[config.mk]
export PLATFORM = sky130hd
export DESIGN_NAME = fpa_front
export DESIGN_NICKNAME = d
export VERILOG_FILES = /design/src/rtl/fpa_pkg.sv /design/src/rtl/fpa_front.sv
export SDC_FILE = /design/constraint.sdc
export NUM_CORES = 2
export LEC_CHECK = 0
export ABC_AREA = 1
export BUFFER_PORTS_ARGS = -buffer_cell sky130_fd_sc_hd__buf_4
export CORE_MARGIN = 8
export CORE_UTILIZATION = 40
export CTS_CLUSTER_DIAMETER = 50
export DETAILED_ROUTE_END_ITERATION = 6
export PLACE_DENSITY_LB_ADDON = 0.3
export REMOVE_ABC_BUFFERS = 1
export SYNTH_ARGS = -nofsm -noshare
export SYNTH_HDL_FRONTEND = slang
export SYNTH_SLANG_ARGS = --single-unit
export TNS_END_PERCENT = 50
[constraint.sdc]
create_clock -name clock -period 8.3 [get_ports clock]
set_clock_uncertainty 0.05 [all_clocks]
set_input_delay 0.415 -clock clock [delete_from_list [all_inputs] [get_ports clock]]
set_output_delay 0.415 -clock clock [all_outputs]
set_load 0.01 [all_outputs]
[src/rtl/fpa_pkg.sv]
package fpa_pkg;

   // operation codes
   localparam logic [3:0] FUNC_ADD      = 4'd0;
   localparam logic [3:0] FUNC_SUB      = 4'd1;
   localparam logic [3:0] FUNC_MUL      = 4'd2;
   localparam logic [3:0] FUNC_DIV      = 4'd3;
   localparam logic [3:0] FUNC_MIN      = 4'd4;
   localparam logic [3:0] FUNC_MAX      = 4'd5;
   localparam logic [3:0] FUNC_INC      = 4'd6;
   localparam logic [3:0] FUNC_DEC      = 4'd7;
   localparam logic [3:0] FUNC_TO_INT   = 4'd8;
   localparam logic [3:0] FUNC_FROM_INT = 4'd9;

   typedef struct packed {
      logic [3:0]         func;
      logic signed [31:0] operand_a;
      logic signed [31:0] operand_b;
   } req_type;

   typedef struct packed {
      logic signed [31:0] result;
      logic               a_less;
      logic               a_equal;
      logic               div_by_zero;
   } rsp_type;

   // control and finished result that travel beside the divider
   typedef struct packed {
      logic        valid;
      logic        is_div;
      logic        dz;
      logic        neg;
      logic        a_less;
      logic        a_equal;
      logic [31:0] result;
   } side_type;

endpackage

[src/rtl/fpa_front.sv]
module fpa_front import fpa_pkg::*; #(
   parameter int FRAC_BITS = 8
) (
   input  logic        clock,
   input  logic        reset,
   input  logic        enable,
   input  logic        in_valid,
   input  req_type     in_req,
   output side_type    side_out,
   output logic [31:0] amag_out,
   output logic [31:0] bmag_out
);

   localparam logic [63:0] BIAS = 64'((64'd1 << FRAC_BITS) - 64'd1);

   // stage 1: capture operands
   logic        s1_valid_ff, s1_valid_in;
   req_type     s1_req_ff, s1_req_in;

   // stage 2: product and plain results
   logic               s2_valid_ff, s2_valid_in;
   logic [3:0]         s2_func_ff, s2_func_in;
   logic signed [31:0] s2_a_ff, s2_a_in, s2_b_ff, s2_b_in;
   logic signed [63:0] s2_prod_ff, s2_prod_in;
   logic [31:0]        s2_res_ff, s2_res_in;
   logic               s2_less_ff, s2_less_in, s2_equal_ff, s2_equal_in;

   // stage 3: product scaling, magnitudes for the divider
   side_type    s3_side_ff, s3_side_in;
   logic [31:0] s3_amag_ff, s3_amag_in, s3_bmag_ff, s3_bmag_in;

   logic signed [63:0] ta_sum;
   logic signed [63:0] tp_sum;

   assign s1_valid_in = in_valid;
   assign s1_req_in   = in_req;

   // plain operations from stage 1
   always_comb begin
      s2_valid_in = s1_valid_ff;
      s2_func_in  = s1_req_ff.func;
      s2_a_in     = s1_req_ff.operand_a;
      s2_b_in     = s1_req_ff.operand_b;
      s2_prod_in  = 64'(s1_req_ff.operand_a) * 64'(s1_req_ff.operand_b);
      s2_less_in  = s1_req_ff.operand_a < s1_req_ff.operand_b;
      s2_equal_in = s1_req_ff.operand_a == s1_req_ff.operand_b;
      ta_sum = 64'(s1_req_ff.operand_a) + (s1_req_ff.operand_a[31] ? BIAS : 64'd0);
      case (s1_req_ff.func)
         FUNC_ADD:      s2_res_in = s1_req_ff.operand_a + s1_req_ff.operand_b;
         FUNC_SUB:      s2_res_in = s1_req_ff.operand_a - s1_req_ff.operand_b;
         FUNC_MIN:      s2_res_in = s2_less_in ? s1_req_ff.operand_a : s1_req_ff.operand_b;
         FUNC_MAX:      s2_res_in = s2_less_in ? s1_req_ff.operand_b : s1_req_ff.operand_a;
         FUNC_INC:      s2_res_in = s1_req_ff.operand_a + 32'sd1;
         FUNC_DEC:      s2_res_in = s1_req_ff.operand_a - 32'sd1;
         FUNC_TO_INT:   s2_res_in = ta_sum[FRAC_BITS+31:FRAC_BITS];
         FUNC_FROM_INT: s2_res_in = 32'(s1_req_ff.operand_a << FRAC_BITS);
         default:       s2_res_in = 32'd0;
      endcase
   end

   // product truncated toward zero, divider setup
   always_comb begin
      tp_sum = s2_prod_ff + (s2_prod_ff[63] ? BIAS : 64'd0);
      s3_side_in.valid   = s2_valid_ff;
      s3_side_in.is_div  = (s2_func_ff == FUNC_DIV) && (s2_b_ff != 32'sd0);
      s3_side_in.dz      = (s2_func_ff == FUNC_DIV) && (s2_b_ff == 32'sd0);
      s3_side_in.neg     = s2_a_ff[31] ^ s2_b_ff[31];
      s3_side_in.a_less  = s2_less_ff;
      s3_side_in.a_equal = s2_equal_ff;
      s3_side_in.result  = (s2_func_ff == FUNC_MUL) ? tp_sum[FRAC_BITS+31:FRAC_BITS]
                                                    : s2_res_ff;
      s3_amag_in = s2_a_ff[31] ? 32'(-s2_a_ff) : 32'(s2_a_ff);
      s3_bmag_in = s2_b_ff[31] ? 32'(-s2_b_ff) : 32'(s2_b_ff);
   end

   // valid bits
   always_ff @(posedge clock) begin
      if (reset) begin
         s1_valid_ff <= 1'b0;
         s2_valid_ff <= 1'b0;
         s3_side_ff  <= '0;
      end else if (enable) begin
         s1_valid_ff <= s1_valid_in;
         s2_valid_ff <= s2_valid_in;
         s3_side_ff  <= s3_side_in;
      end
   end

   // payload
   always_ff @(posedge clock) begin
      if (enable) begin
         s1_req_ff   <= s1_req_in;
         s2_func_ff  <= s2_func_in;
         s2_a_ff     <= s2_a_in;
         s2_b_ff     <= s2_b_in;
         s2_prod_ff  <= s2_prod_in;
         s2_res_ff   <= s2_res_in;
         s2_less_ff  <= s2_less_in;
         s2_equal_ff <= s2_equal_in;
         s3_amag_ff  <= s3_amag_in;
         s3_bmag_ff  <= s3_bmag_in;
      end
   end

   assign side_out = s3_side_ff;
   assign amag_out = s3_amag_ff;
   assign bmag_out = s3_bmag_ff;

endmodule

==> impl_metrics.toml <==
[status]
status = "finished, final reports clean"

[final_layout]
fillers = 14400
design_area_um2 = 64300
syn_to_final_growth_pct = 11.5
fin_util = 0.449
drive_gt1_frac = 0.0647
diodes = 0
nets = 8883

[yosys]
synth_seq_cells = 315
avgSynthCellArea_um2 = 7.95
async_flop_share = 0
synth_edf_count = 275
ys_top_cells_by_area = "fa_1 (38%), edfxtp_1 (14%), nand2_1 (12%), inv_1 (12%), ha_1 (6.4%)"
ys_top_cells_by_count = "nand2_1 (1863), inv_1 (1854), fa_1 (1084), nor2_1 (427), nand3_1 (312)"
yosysSeqAreaShare = 0.157
synth_area_um2 = 57700
yosys.area.top_type_share = 0.376
synth_most_common_cell = "nand2_1"
synth_top_cell_by_area = "fa_1"
postSynthCellCount = 7258
yosysWarningCount = 0
synth_ff_type = "edfxtp_1"
yosysUniqueCellTypes = 51

[timing]
maxSlewHeadroom = 0.148
setup_tns_ns = 0
fin_crit_ns = 7.90
fin_crit_sh = 0.952
drv_slew = 0
finalHoldViolations = 0
rsz0062_at_grt = "false"
setup_violations = 0
max_freq_mhz = 127
worst_pin_slew_ns = 1.28

[floorplanning]
num_rows = 139
die_x_um = 396
io_pins = 174
die-area_um2 = 157000
initial_core_util = 0.402
die_h_um = 396
core_area_um2 = 143000

[clock_tree]
post_cts_buffers = 0
clockBufferDepth = 3
clkSinkCount = 315
hold_buffers = 69
cts_buffers = 54
cts_htree_levels = 2
worstSkewPairLatency_ns = 0.66
cts_tree = "done"
ctsResizeCount = 0
clkTransAtPathRegs_ns = 0.06
clock-root-buffer = "clkbuf_16"

[global_routing]
grt_pass1_vias = 50700
grt_use_total = 0.255
grt_pass1_wl_mm = 307
overflow = 0
antenna_found_initial = 2
grt_start_max_net_pins = 123

[detailed_routing]
drtPass1Iterations = 6
drt_iter0_markers = 3688
viasPerCell = 5.10
final_antenna_net_count = 0
drt_wl_total_mm = 199
post-route-drc-count = 0
num_vias = 47900
routedWlPerCell_um = 21.2

[critical_path]
cp-start-kind = "flip-flop"
end_kind = "flip-flop"
crit_required_ns = 8.62
arrival_ns = 8.23
path_class = "reg2reg"
worstPathMaxFanout = 13

[run]
maxCapViolCount = 0

[placed_design]
port_buffers = 173
gp_congestion = 0.992
placed_cell_area_um2 = 61700
place_hpwl_mm = 161

[hold_path]
hp-class = "in2reg"
==> layout make-up <==
class                           count  area (um^2)  area share
Clock buffer                       67         1450      0.0226
Clock inverter                     35          455     0.00709
Inverter                         1867         7010       0.109
Multi-Input combinational cell   4769        40400       0.629
Sequential cell                   315         9060       0.141
Tap cell                         1903         2380      0.0370
Timing Repair Buffer              424         3490      0.0543
==> logic make-up after synthesis <==
group / after synthesis / share of synthesized area
flops: 315 / 0.157
simple gates: 2797 / 0.197
xor+xnor: 117 / 0.0178
compound gates: 475 / 0.0454
buf+inv: 2174 / 0.142
fa+ha+maj: 1380 / 0.441
==> critical path: stages (launching register included) <==
cell	delay, ns
edfxtp_1	0.98
buf_4	0.33
buf_4	0.25
nand2_1	0.10
fa_1	0.58
inv_1	0.08
fa_1	0.58
fa_1	0.45
fa_1	0.58
fa_1	0.44
fa_1	0.46
fa_1	0.49
inv_1	0.07
fa_1	0.48
inv_1	0.05
ha_1	0.37
nand2_1	0.10
nor2_1	0.29
nand2_1	0.09
o211ai_1	0.20
nand2_1	0.17
nand2_1	0.11
nand2_1	0.06
nand3_1	0.10
inv_1	0.05
nand2_1	0.06
nand2_1	0.06
==> state kept, by name, summed over array words and instances, names as in the netlist <==
register / count
s2_func_in: 4
s2_less_ff: 1
s2_prod_ff: 41
s2_a_ff: 32
s2_b_in: 32
s2_b_ff: 32
s2_valid_ff: 1
s2_func_ff: 4
s2_equal_ff: 1
s1_valid_ff: 1
bmag_out: 32
side_out: 38
amag_out: 32
s2_a_in: 32
s2_res_ff: 32
==> per-stage QoR <==
step                std cells  setup WS (ns)  hold WS (ns)
floorplan                6951          0.761         0.376
global placement         9209          0.549         0.399
detailed placement       9209          0.473         0.392
CTS                      9380          0.449         0.150
global route             9380         0.0797         0.177
finish                   9380          0.399         0.183
==> worst paths after layout <==
| check | startpoint | end | slack, ns | cells past startpoint |
|---|---|---|---|---|
| setup / recovery | s2_a_in[19]$_DFFE_PP_ | s2_prod_ff[63]$_DFFE_PP_ | 0.40 | 26 |
| hold / removal | enable | s2_a_in[5]$_DFFE_PP_ | 0.18 | 1 |
| setup reg to reg | s2_a_in[19]$_DFFE_PP_ | s2_prod_ff[63]$_DFFE_PP_ | 0.40 | 26 |
| hold reg to reg | side_out[7]$_SDFFE_PP0P_ | side_out[7]$_SDFFE_PP0P_ | 0.42 | 2 |
==> cell usage in the layout (no fill, tap or decap), types with 5 or more instances in the layout <==
cell,Yosys,routed
nor2_1,427,426
nand3_1,312,311
nand2_2,5,5
dfxtp_1,40,40
fa_1,1084,1084
o21ai_1,7,7
bufinv_16,0,6
or2_2,13,13
inv_6,0,8
xor2_1,79,79
o211ai_1,27,27
inv_8,0,8
a31oi_1,12,12
buf_4,4,344
a21oi_1,208,208
buf_12,0,10
nor2_2,4,5
nand4_1,64,64
a21o_1,15,15
nand2_1,1863,1863
ha_1,296,296
edfxtp_1,275,275
clkinv_1,8,11
nor4_1,16,15
o21a_1,6,6
o21bai_1,19,19
clkbuf_1,250,9
a21boi_0,8,8
dlygate4sd3_1,0,69
inv_1,1854,1854
inv_2,5,5
o21ai_0,161,161
clkbuf_16,0,55
nand3b_1,16,16
xnor2_1,38,38
nor3_1,60,59
==> metal layers <==
metal / GRT usage / vias to the layer above / part of all wire / routed length [um]
li1: - / 21700 / - / -
met1: 0.331 / 23900 / 0.41 / 82200
met2: 0.432 / 1803 / 0.48 / 94500
met3: 0.0400 / 378 / 0.069 / 13700
met4: 0.0891 / 2 / 0.041 / 8050
met5: 0 / - / 0.000065 / 13
Power is not shown: default switching activity piles up to over one toggle a cycle in this logic, so the estimate is an artifact.
